### src/sv/kect_pkg.sv
// ----------------------------------------------------------------------------
// kect_pkg
// shared types and constants of the keyed event count table
// ----------------------------------------------------------------------------
package kect_pkg;

  localparam int TYPE_W = 2;
  localparam int SIZE_W = 64;
  localparam int CNT_W  = 32;
  localparam int IDX_W  = 10;

  localparam logic KIND_RECORD = 1'b0;
  localparam logic KIND_READ   = 1'b1;

  typedef struct packed {
    logic [TYPE_W-1:0] etype;
    logic [SIZE_W-1:0] esize;
    logic [CNT_W-1:0]  count;
  } entry_t;

  typedef enum logic [2:0] {
    ST_IDLE,
    ST_SEARCH,
    ST_HIT,
    ST_MISS,
    ST_RD,
    ST_RD_WAIT
  } state_t;

  typedef enum logic [1:0] {
    RES_HIT,
    RES_MISS,
    RES_READ
  } res_sel_t;

  typedef struct packed {
    logic     load_item;
    logic     search_en;
    logic     rd_issue;
    logic     commit;
    res_sel_t res_sel;
  } ctrl_cmd_t;

  typedef struct packed {
    logic hit;
    logic search_done;
    logic out_free;
  } dp_status_t;

endpackage

### src/sv/kect_ctrl.sv
// ----------------------------------------------------------------------------
// kect_ctrl
// sequencer for search, update, append and read of the count table
// ----------------------------------------------------------------------------
module kect_ctrl
  import kect_pkg::*;
(
  input  logic       clk,
  input  logic       rst,
  input  logic       in_valid,
  input  logic       kind,
  input  dp_status_t status,
  output logic       in_stall,
  output ctrl_cmd_t  cmd
);

  state_t state;
  state_t state_next;

  always_ff @(posedge clk) begin
    if (rst) begin
      state <= ST_IDLE;
    end else begin
      state <= state_next;
    end
  end

  always_comb begin
    state_next = state;
    unique case (state)
      ST_IDLE: begin
        if (in_valid) begin
          state_next = (kind == KIND_READ) ? ST_RD : ST_SEARCH;
        end
      end
      ST_SEARCH: begin
        if (status.hit) begin
          state_next = ST_HIT;
        end else if (status.search_done) begin
          state_next = ST_MISS;
        end
      end
      ST_HIT, ST_MISS, ST_RD_WAIT: begin
        if (status.out_free) begin
          state_next = ST_IDLE;
        end
      end
      ST_RD: begin
        state_next = ST_RD_WAIT;
      end
      default: state_next = ST_IDLE;
    endcase
  end

  always_comb begin
    in_stall      = 1'b1;
    cmd.load_item = 1'b0;
    cmd.search_en = 1'b0;
    cmd.rd_issue  = 1'b0;
    cmd.commit    = 1'b0;
    cmd.res_sel   = RES_READ;
    unique case (state)
      ST_IDLE: begin
        in_stall      = 1'b0;
        cmd.load_item = in_valid;
      end
      ST_SEARCH: begin
        cmd.search_en = 1'b1;
      end
      ST_HIT: begin
        cmd.commit  = status.out_free;
        cmd.res_sel = RES_HIT;
      end
      ST_MISS: begin
        cmd.commit  = status.out_free;
        cmd.res_sel = RES_MISS;
      end
      ST_RD: begin
        cmd.rd_issue = 1'b1;
      end
      ST_RD_WAIT: begin
        cmd.commit  = status.out_free;
        cmd.res_sel = RES_READ;
      end
      default: in_stall = 1'b1;
    endcase
  end

endmodule

### config.mk
export PLATFORM = sky130hd
export DESIGN_NAME = kect_ctrl
export DESIGN_NICKNAME = d
export VERILOG_FILES = /design/src/sv/kect_pkg.sv /design/src/sv/kect_ctrl.sv
export SDC_FILE = /design/constraint.sdc
export NUM_CORES = 1
export LEC_CHECK = 0
export BUFFER_PORTS_ARGS = -buffer_cell sky130_fd_sc_hd__buf_2
export CELL_PAD_IN_SITES_DETAIL_PLACEMENT = 0
export CELL_PAD_IN_SITES_GLOBAL_PLACEMENT = 2
export CORE_AREA = 2 2 39 41
export CTS_CLUSTER_SIZE = 8
export DETAILED_ROUTE_END_ITERATION = 8
export DIE_AREA = 0 0 41 43
export PLACE_DENSITY_LB_ADDON = 0.1
export SETUP_SLACK_MARGIN = 0.02
export SYNTH_ARGS = -nofsm -noshare
export SYNTH_HDL_FRONTEND = slang
export SYNTH_SLANG_ARGS = --single-unit
### constraint.sdc
create_clock -name clk -period 2.2 [get_ports clk]
set_input_delay 0.44 -clock clk [delete_from_list [all_inputs] [get_ports clk]]
set_output_delay 0.44 -clock clk [all_outputs]
set_load 0.005 [all_outputs]
# Word-level counts from Yosys, hierarchy flattened
# Cells that the tools add are included.
[word_totals] regBits=3 in_bits=7 out_inout_bits=7 wordCells=23
[classes] eq_ne=8 muxes=11 n_reduce_logical=3
[op_table] op="3-bit 2-to-1 mux" n=5
[op_table] op="3-bit one-hot mux with 4 select lines" n=1
[op_table] op="3-bit one-hot mux with 3 select lines" n=1
[op_table] op="3-bit by 2-bit equality test with 1-bit output (second input constant)" n=2
[op_table] op="3-bit equality test (second input constant)" n=2
[op_table] op="1-bit 2-to-1 mux" n=4
[op_table] op="2-bit != test (second input constant)" n=2
[op_table] op="3-bit by 1-bit equality test with 1-bit output (second input constant)" n=1
[op_table] op="3-bit logical NOT" n=1
[op_table] op="3-bit != test (second input constant)" n=1
[op_table] op="3-bit AND reduction" n=1
[op_table] op="3-bit OR reduction" n=1

# Logic depth before layout (Yosys ltp)
# Gate-level depths: netlist of run 1.
[depth] depth_word=4 depth_mapped=4 depth_no_buf=3

# Worst setup path after synthesis of run 1
# OpenSTA, ideal clock, no wires.
[synth_path] kind="register to output" start="register state[1]" end="output cmd[5] (netlist bit)" t_arrival_ns=0.880 required_ns=1.760 slack_ns=0.880 stages_incl_launch_ff=3 path_buffers=0 cell_sequence="dfxtp_1 or3_1 nor2_1"
[synth_lines] element="from (decl)" line_no="kect_ctrl.sv:17" source="state_t state;"
[synth_lines] element="from (signal assigned)" line_no="kect_ctrl.sv:24" source="state <= state_next;"
[synth_lines] element="to (decl)" line_no="kect_ctrl.sv:14" source="output ctrl_cmd_t cmd"

==> reports/qor.yml, run 1 <==
layout:
  final_util_pct: 26.7
  drive_gt1_share_pct: 46.8
  largest_reg_flops: 3
  reg_top3: "state (3)"
  num_antenna_cells: 0
  finalNetCount: 55
  syn2layout_area_growth_pct: 37.2
  regMostFlops: "state"
  fill_cells: 167
clocking:
  htree_levels: 1
  clockBufferDepth: 2
  clk_latency_ns: 0.24
  hold_buffers: 0
  root_buffer: "clkbuf_4"
  tritoncts: "built"
  postCtsSetupRepairBufs: 0
  post_cts_resized: 0
  cts_sinks: 3
  clk_pin_slew_ns: 0.04
  cts_buffers: 3
logic_synthesis:
  ys_seq_area_share_pct: 22.3
  synth_cell_type_count: 23
  ys_ff_latch: 3
  netlist_instances: 31
  syn_avg_cell_area_um2: 8.68
  yosysTopAreaCell: "dfxtp_1"
  syn_nets: 38
  syn_area_um2: 269
  synth_area_leaders: "dfxtp_1 (22%), a211oi_2 (9.3%), nor4bb_4 (9.3%)"
  yosysTopAreaCellShare_pct: 22.3
  yosysWarnings: 0
hold_path:
  whs_path_depth: 2
  hold_start: "rst"
  hold-path-endpoint: "state[1]"
  worstHoldPathType: "in -> reg"
critical_path:
  reg2reg_from: "state[2]"
  crit_buf_inv: 1
  path_cells: "nor2b_2, nand2_1, a21boi_1, buf_2"
  critPathLaunchType: "flop"
  required_ns: 1.76
  crit_path_max_fanout: 9
  r2r-end: "state[0]"
  crit_slowest_cell: "dfxtp_1"
  reg2regPathDepth: 3
  ff2ff_setup_slack_ns: 0.95
  cp-end-kind: "output pin"
  critPathMaxStageDelay_ns: 0.44
  crit_family: "flip-flops"
  crit_type: "reg -> out"
  critPathArrivalTime_ns: 1.30
route:
  drc: 0
  antenna_left: 0
  drtIter0Drc: 0
  viasPerCell: 4.52
  wl_per_cell_um: 11.5
  first_pass_iters: 1
  vias: 285
  wirelength_um: 725
timing:
  finalClockSkew_ns: 0.00250
  min_period_ns: 1.74
  finalCritPeriodShare_pct: 79.1
  finalSetupViolCount: 0
  setup_tns_ns: 0
  hold_viol_final: 0
  rsz0062_at_grt: "false"
  worst_slew_pin_slew_ns: 0.397
  drv_slew: 0
  maxClockFrequency_mhz: 574
  relSlewSlack_pct: 73.2
grt:
  gr-total-overflow: 0
  grt_usage_pct: 10.8
  grt_pass1_wl_um: 1240
  first_global_vias: 308
  antenna_found_initial: 0
  grt_max_degree: 11
place:
  hpwl_um: 490
  gp_congestion: 0.688
  port_buffers: 13
die:
  pin_count: 14
  start_util_pct: 19.4
  std_cell_rows: 14
  fp.dieH_um: 43
  core_um2: 1380
  die_area_um2: 1760
  die_w_um: 41
run:
  maxCapViolations: 0
power_and_ir_drop:
  p_total_mw: 0.286
  p_leak_nw: 0.165
  irDropWorstVdd_v: 0.000377
  powerDensity_nw_per_um2: 775
status:
  status: "completed"
==> power by group <==
part	total, mW	switching (mW)	internal (mW)
clock	0.104	0.0357	0.0684
sequential	0.0863	0.0224	0.0639
combinational	0.0955	0.0419	0.0536
total	0.286	0.100	0.186
==> worst register-to-register path: stages, from the launching register on <==
cell	delay, ns
dfxtp_1	0.54
nor4bb_4	0.37
a211oi_2	0.08
mux2i_1	0.13
==> cells in the mapped netlist, drive strengths merged <==
master / instances
o311ai: 1
a21boi: 1
o22ai: 1
or3: 1
nor2: 2
dfxtp: 3
and3: 1
buf: 1
inv: 2
nor3: 2
nor2b: 2
a21oi: 1
nor4bb: 1
o21ai: 2
mux2i: 1
and2: 2
nand2: 2
a211oi: 2
or2b: 2
nor3b: 1
==> metal layers <==
layer	vias up	wire [um]	GRT usage, %
li1	145	-	-
met1	129	307	12.1
met2	11	362	15.9
met3	0	56	3.66
met4	0	0	8.00
met5	-	0	0
==> how the worst max path moves through the flow <==
stage	start	endpoint	slack [ns]	cells after the start
finish	state[0]	cmd[2]	0.46	4
global route	state[0]	cmd[2]	0.32	4
CTS	state[0]	cmd[2]	0.45	4
detailed placement	state[0]	cmd[2]	0.73	4
global placement	state[0]	cmd[2]	0.75	4
floorplan	state[1]	cmd[5]	0.88	2
==> metrics by stage <==
step	setup WS [ns]	std cells	cell area [um^2]	hold WS, ns
3_3_place_gp	0.748	59	343	0.634
2_1_floorplan	0.880	31	269	0.505
3_5_place_dp	0.734	59	343	0.632
5_1_grt	0.319	63	369	0.392
4_1_cts	0.452	63	369	0.378
6_report	0.459	63	369	0.378
==> layout by cell type, fill, tap and decap left out, drive strengths merged, types with 2 or more instances in the layout <==
master,netlist,layout
buf,1,13
clkbuf,0,4
dfxtp,3,3
nor3,2,2
and2,2,2
nand2,2,2
nor2,2,2
or2b,2,2
a211oi,2,2
inv,2,2
nor2b,2,2
o21ai,2,2
==> cell type report <==
class	count	area, um^2	share of cell area [%]
multi-input combinational	25	190	51.5
timing repair buffer	13	65.1	17.6
sequential	3	60.1	16.3
clock buffer	4	26.3	7.12
tap	16	20.0	5.42
inverter	2	7.51	2.03
==> logic make-up (layout without fill, tap and decap cells) <==
group	count (synthesis)	in the layout	share of synthesized area (%)
AOI/OAI and AO/OA	8	8	23.3
DFF	3	3	22.3
and+or+nand+nor	16	16	43.7
muxes	1	1	3.72
buffers and inverters	3	19	6.97
(Power assumes the default switching activity.)
==> run 2, diff against run 1 <==
- CORE_AREA: 2 2 39 41 -> default
- CORE_MARGIN: default -> 1
- CORE_UTILIZATION: default -> 19
- DIE_AREA: 0 0 41 43 -> default
- clock period: 2.2 -> 1.6 ns (I/O delays scaled with it)
==> run 2 against run 1 <==
Against the previous run: hold slack got worse by 0.11 ns; clock skew down 0.0022 ns; wire length down 0.83%; utilization rose by 2.8 points; power grew 43%; first-iteration DRC count rose by 3; via count shrank 0.70%; register-to-register slack got worse by 0.45 ns; sequential cell count is the same; clock-buffer cell count stayed put; critical path depth shrank 1; largest power group is now combinational cells.
==> reports/qor.yml, run 2 (same netlist as run 1, synthesis figures left out) <==
clocking:
  cts_buffers: 3  # unchanged
  clk_pin_slew_ns: 0.04  # about the same
  root_buffer: "clkbuf_4"
  post_cts_resized: 1  # +1
  htree_levels: 1  # unchanged
  clk_latency_ns: 0.24  # about the same
  tritoncts: "built"
  clockBufferDepth: 2  # unchanged
  hold_buffers: 0  # unchanged
  postCtsSetupRepairBufs: 0  # unchanged
  cts_sinks: 3  # unchanged
timing:
  rsz0062_at_grt: "true"
  relSlewSlack_pct: 80.7  # +7.5 points
  worst_slew_pin_slew_ns: 0.286  # -0.111 ns
  min_period_ns: 1.53
  drv_slew: 0  # unchanged
  setup_tns_ns: 0  # unchanged
  finalSetupViolCount: 0  # unchanged
  hold_viol_final: 0  # unchanged
  finalClockSkew_ns: 0.000320  # -0.00218 ns
  maxClockFrequency_mhz: 656
  finalCritPeriodShare_pct: 95.3
hold_path:
  hold_start: "rst"
  whs_path_depth: 2  # unchanged
  worstHoldPathType: "in -> reg"
  hold-path-endpoint: "state[1]"
grt:
  grt_usage_pct: 12.0  # +1.2 points
  grt_max_degree: 11  # unchanged
  grt_pass1_wl_um: 1190  # -4.0%
  antenna_found_initial: 0  # unchanged
  first_global_vias: 277  # -10%
  gr-total-overflow: 0  # unchanged
status:
  status: "completed"
critical_path:
  critPathLaunchType: "flop"
  cp-end-kind: "output pin"
  ff2ff_setup_slack_ns: 0.50  # -0.45 ns
  r2r-end: "state[0]"
  critPathArrivalTime_ns: 1.21  # -0.09 ns
  reg2regPathDepth: 3  # unchanged
  crit_path_max_fanout: 9  # unchanged
  required_ns: 1.28  # -0.48 ns
  reg2reg_from: "state[2]"
  crit_type: "reg -> out"
place:
  hpwl_um: 520  # +6.0%
  gp_congestion: 0.659  # -4.2%
  port_buffers: 13  # unchanged
layout:
  num_antenna_cells: 0  # unchanged
  final_common_cell: "buf_2"
  syn2layout_area_growth_pct: 42.3
  final_util_pct: 29.4  # +2.8 points
  reg_top3: "state (3)"
  finalNetCount: 56  # +1.8%
  fill_cells: 160  # -4.2%
  largest_reg_flops: 3  # unchanged
  multi_input_area_um2: 195  # +2.6%
  final_cell_mix: "buf_2 (13), clkbuf_4 (3)"
  drive_gt1_share_pct: 52.1  # +5.3 points
  register_area_um2: 62.6  # +4.2%
  regMostFlops: "state"
die:
  die_w_um: 39.6  # -3.4%
  start_util_pct: 20.7  # +1.2 points
  fp.dieH_um: 39.6  # -7.8%
  std_cell_rows: 13  # -1
  die_area_um2: 1570  # -11%
  core_um2: 1300  # -6.0%
  pin_count: 14  # unchanged
route:
  vias: 283  # -0.70%
  wirelength_um: 719  # -0.83%
  drtIter0Drc: 3  # +3
  wl_per_cell_um: 11.4  # -0.83%
  drc: 0  # unchanged
  antenna_left: 0  # unchanged
  viasPerCell: 4.49  # -0.70%
  first_pass_iters: 2  # +1
power_and_ir_drop:
  irDropWorstVdd_v: 0.000303  # -20%
  p_leak_nw: 0.173  # +4.8%
  powerDensity_nw_per_um2: 1070  # +38%
run:
  maxCapViolations: 0  # unchanged
==> run 2: routing by layer <==
layer / track usage [%] / routed length [um]
met3: 1.70 / 67
met2: 18.4 / 294
met1: 14.2 / 340
met5: 0 / 0
met4: 10.3 / 18
==> run 2: worst max-delay path, stage by stage, from the launching register on <==
cell and delay (ns):
dfxtp_2 0.37, or3_1 0.39, nor2_1 0.09, buf_2 0.11
==> run 2: through the flow <==
step           setup WS [ns]  cells  power, mW  cell area, um^2  hold slack (ns)
4_1_cts               0.0337     63      0.413              377            0.253
3_3_place_gp           0.300     59      0.260              349            0.520
6_report              0.0750     63      0.410              383            0.263
3_5_place_dp           0.295     59      0.259              349            0.519
2_1_floorplan          0.400     31      0.203              269            0.385
5_1_grt              0.00548     63      0.442              383            0.257
==> run 2: area by class of cell <==
cell class	count	share of cell area, %
inverters	2	1.96
repair buffers	14	19.0
multi-input cells	25	51.0
flip-flops and latches	3	16.3
well taps	15	4.90
clock buffers	4	6.86
==> run 2: power breakdown <==
part           switching (mW)  internal, mW  leakage, nW
logic                  0.0628        0.0843        0.132
registers              0.0273        0.0896       0.0255
clock network          0.0514        0.0943       0.0150
==> run 2: how the worst max path moves through the flow <==
| stage | from | to | cells after the start |
|---|---|---|---|
| 6_report | state[1] | cmd[5] | 3 |
| 5_1_grt | state[0] | cmd[2] | 4 |
| 4_1_cts | state[2] | cmd[5] | 3 |
| 3_5_place_dp | state[1] | cmd[5] | 3 |
| 3_3_place_gp | state[1] | cmd[5] | 3 |
| 2_1_floorplan | state[1] | cmd[5] | 2 |
==> run 3, diff against run 2 <==
- CORE_AREA: default -> 2 2 39 41
- CORE_MARGIN: 1 -> default
- CORE_UTILIZATION: 19 -> default
- DIE_AREA: default -> 0 0 41 43
- clock period: 1.6 -> 1.8 ns (I/O delays scaled with it)
==> run 3 against run 2 <==
Against the previous run: cell area down 2.3%; sequential cell count unchanged; non-clock buffer count down 1; first-iteration DRC count down 67%; critical endpoint unchanged; largest power group is now the clock network.
==> reports/qor.yml, run 3 (same netlist as run 1, synthesis figures left out) <==
timing:
  relSlewSlack_pct: 72.3  # -8.4 points
  drv_slew: 0  # unchanged
  worst_slew_pin_slew_ns: 0.415  # +0.129 ns
  hold_viol_final: 0  # unchanged
  finalClockSkew_ns: 0.00253  # +0.00221 ns
  worst_slack_ns: 0.156  # +0.0814 ns
  min_period_ns: 1.64
  rsz0062_at_grt: "false"
  maxClockFrequency_mhz: 608
  finalSetupViolCount: 0  # unchanged
  finalCritPeriodShare_pct: 91.3
  setup_tns_ns: 0  # unchanged
critical_path:
  cp-startpoint: "state[1]"
  crit_path_max_fanout: 9  # unchanged
  cp-end-kind: "output pin"
  required_ns: 1.44  # +0.16 ns
  crit_type: "reg -> out"
  critPathArrivalTime_ns: 1.28  # +0.07 ns
  worstSetupEndpoint: "cmd[5]"
  r2r-end: "state[0]"
  reg2regPathDepth: 3  # unchanged
  ff2ff_setup_slack_ns: 0.56  # +0.06 ns
  critPathLaunchType: "flop"
  reg2reg_from: "state[2]"
place:
  gp_congestion: 0.667  # +1.2%
  port_buffers: 13  # unchanged
  post-place-ws_ns: 0.364  # +0.0683 ns
  hpwl_um: 532  # +2.3%
  placed_cell_area_um2: 343  # -1.8%
power_and_ir_drop:
  p_leak_nw: 0.167  # -3.5%
  irDropWorstVdd_v: 0.000442  # +46%
  power_frac_clock_pct: 34.7  # -0.9 points
  switchingPower_mw: 0.117  # -17%
  seqPwrFrac_pct: 31.3  # +2.8 points
  power_frac_comb_pct: 34.0  # -1.9 points
  internal_power_mw: 0.230  # -14%
  switching_share_pct: 33.7  # -0.82 points
  powerDensity_nw_per_um2: 929  # -13%
clocking:
  clk_pin_slew_ns: 0.04  # about the same
  clk_latency_ns: 0.24  # about the same
  cts_buffers: 3  # unchanged
  clockBufferDepth: 2  # unchanged
  cts_sinks: 3  # unchanged
  postCtsSetupRepairBufs: 0  # unchanged
  root_buffer: "clkbuf_4"
  tritoncts: "built"
  htree_levels: 1  # unchanged
grt:
  grt_usage_pct: 10.1  # -1.9 points
  antenna_found_initial: 0  # unchanged
  gr-total-overflow: 0  # unchanged
  first_global_vias: 273  # -1.4%
  grt_pass1_wl_um: 1170  # -1.7%
  grt_max_degree: 11  # unchanged
route:
  drtIter0Drc: 1  # -2
  wl_per_cell_um: 11.3  # -1.3%
  antenna_left: 0  # unchanged
  wirelength_um: 710  # -1.3%
  vias: 278  # -1.8%
  viasPerCell: 4.41  # -1.8%
  drc: 0  # unchanged
  first_pass_iters: 4  # +2
layout:
  reg_top3: "state (3)"
  largest_reg_flops: 3  # unchanged
  final_common_cell: "buf_2"
  syn2layout_area_growth_pct: 39.1
  finalNetCount: 55  # -1.8%
  final_util_pct: 27.0  # -2.4 points
  fin_area_um2: 374  # -2.3%
  regMostFlops: "state"
  num_antenna_cells: 0  # unchanged
  drive_gt1_share_pct: 46.8  # -5.3 points
  final_cell_mix: "buf_2 (13), clkbuf_4 (3), dfxtp_1 (3)"
die:
  core_um2: 1380  # +6.3%
  die_w_um: 41  # +3.5%
  fp.dieH_um: 43  # +8.5%
  start_util_pct: 19.4  # -1.2 points
  pin_count: 14  # unchanged
  die_area_um2: 1760  # +12%
  std_cell_rows: 14  # +1
status:
  status: "completed"
run:
  maxCapViolations: 0  # unchanged
hold_path:
  worstHoldPathType: "in -> reg"
[run 3: cell types whose count changed in the layout (fill, tap and decap cells not counted)]
cell	previous run	this run
buf_4	1	0
dfxtp_1	1	3
dfxtp_2	2	0
[run 3: layout make-up]
type,count,area [um^2]
clock buffers,4,26.3
fillers,165,1010
inverters,2,7.51
multi-input cells,25,195
flip-flops and latches,3,60.1
well taps,16,20.0
repair buffers,13,65.1
[run 3: worst max-delay path: stages (launching register included)]
cell     delay [ns]
dfxtp_1        0.42
or3_1          0.41
nor2_1         0.10
buf_2          0.12
[run 3: power groups by stage]
| stage | sequential (mW) | clock, mW | combinational [mW] |
|---|---|---|---|
| final | 0.109 | 0.121 | 0.118 |
| after global routing | 0.112 | 0.137 | 0.134 |
| after CTS | 0.108 | 0.125 | 0.117 |
| after detailed placement | 0.109 | 0 | 0.116 |
| after global placement | 0.108 | 0 | 0.116 |
| after floorplan | 0.0924 | 0 | 0.0878 |
[run 3: metal layers]
metal	wire, um	GRT usage (%)
met5	0	0
met4	0	6.00
met3	67	4.71
met2	310	12.2
met1	333	13.9
[run 3: repair_timing]
item,in CTS,in global routing
resized for setup,0,1
setup endpoints to repair,0,1
hold buffers,0,0
[run 3: worst min-delay path by stage]
stage                     from  slack (ns)  cells after the start  endpoint
after detailed placement   rst        0.56                      2  state[1]
final                      rst        0.31                      2  state[1]
after CTS                  rst        0.31                      2  state[1]
after global placement     rst        0.56                      2  state[1]
after global routing       rst        0.31                      2  state[1]
after floorplan            rst        0.42                      1  state[1]
[run 3: stage by stage]
stage	cells	total power, mW	hold WS, ns
2_1_floorplan	31	0.180	0.425
3_3_place_gp	59	0.224	0.556
3_5_place_dp	59	0.225	0.560
4_1_cts	63	0.350	0.309
5_1_grt	63	0.383	0.314
6_report	63	0.348	0.312
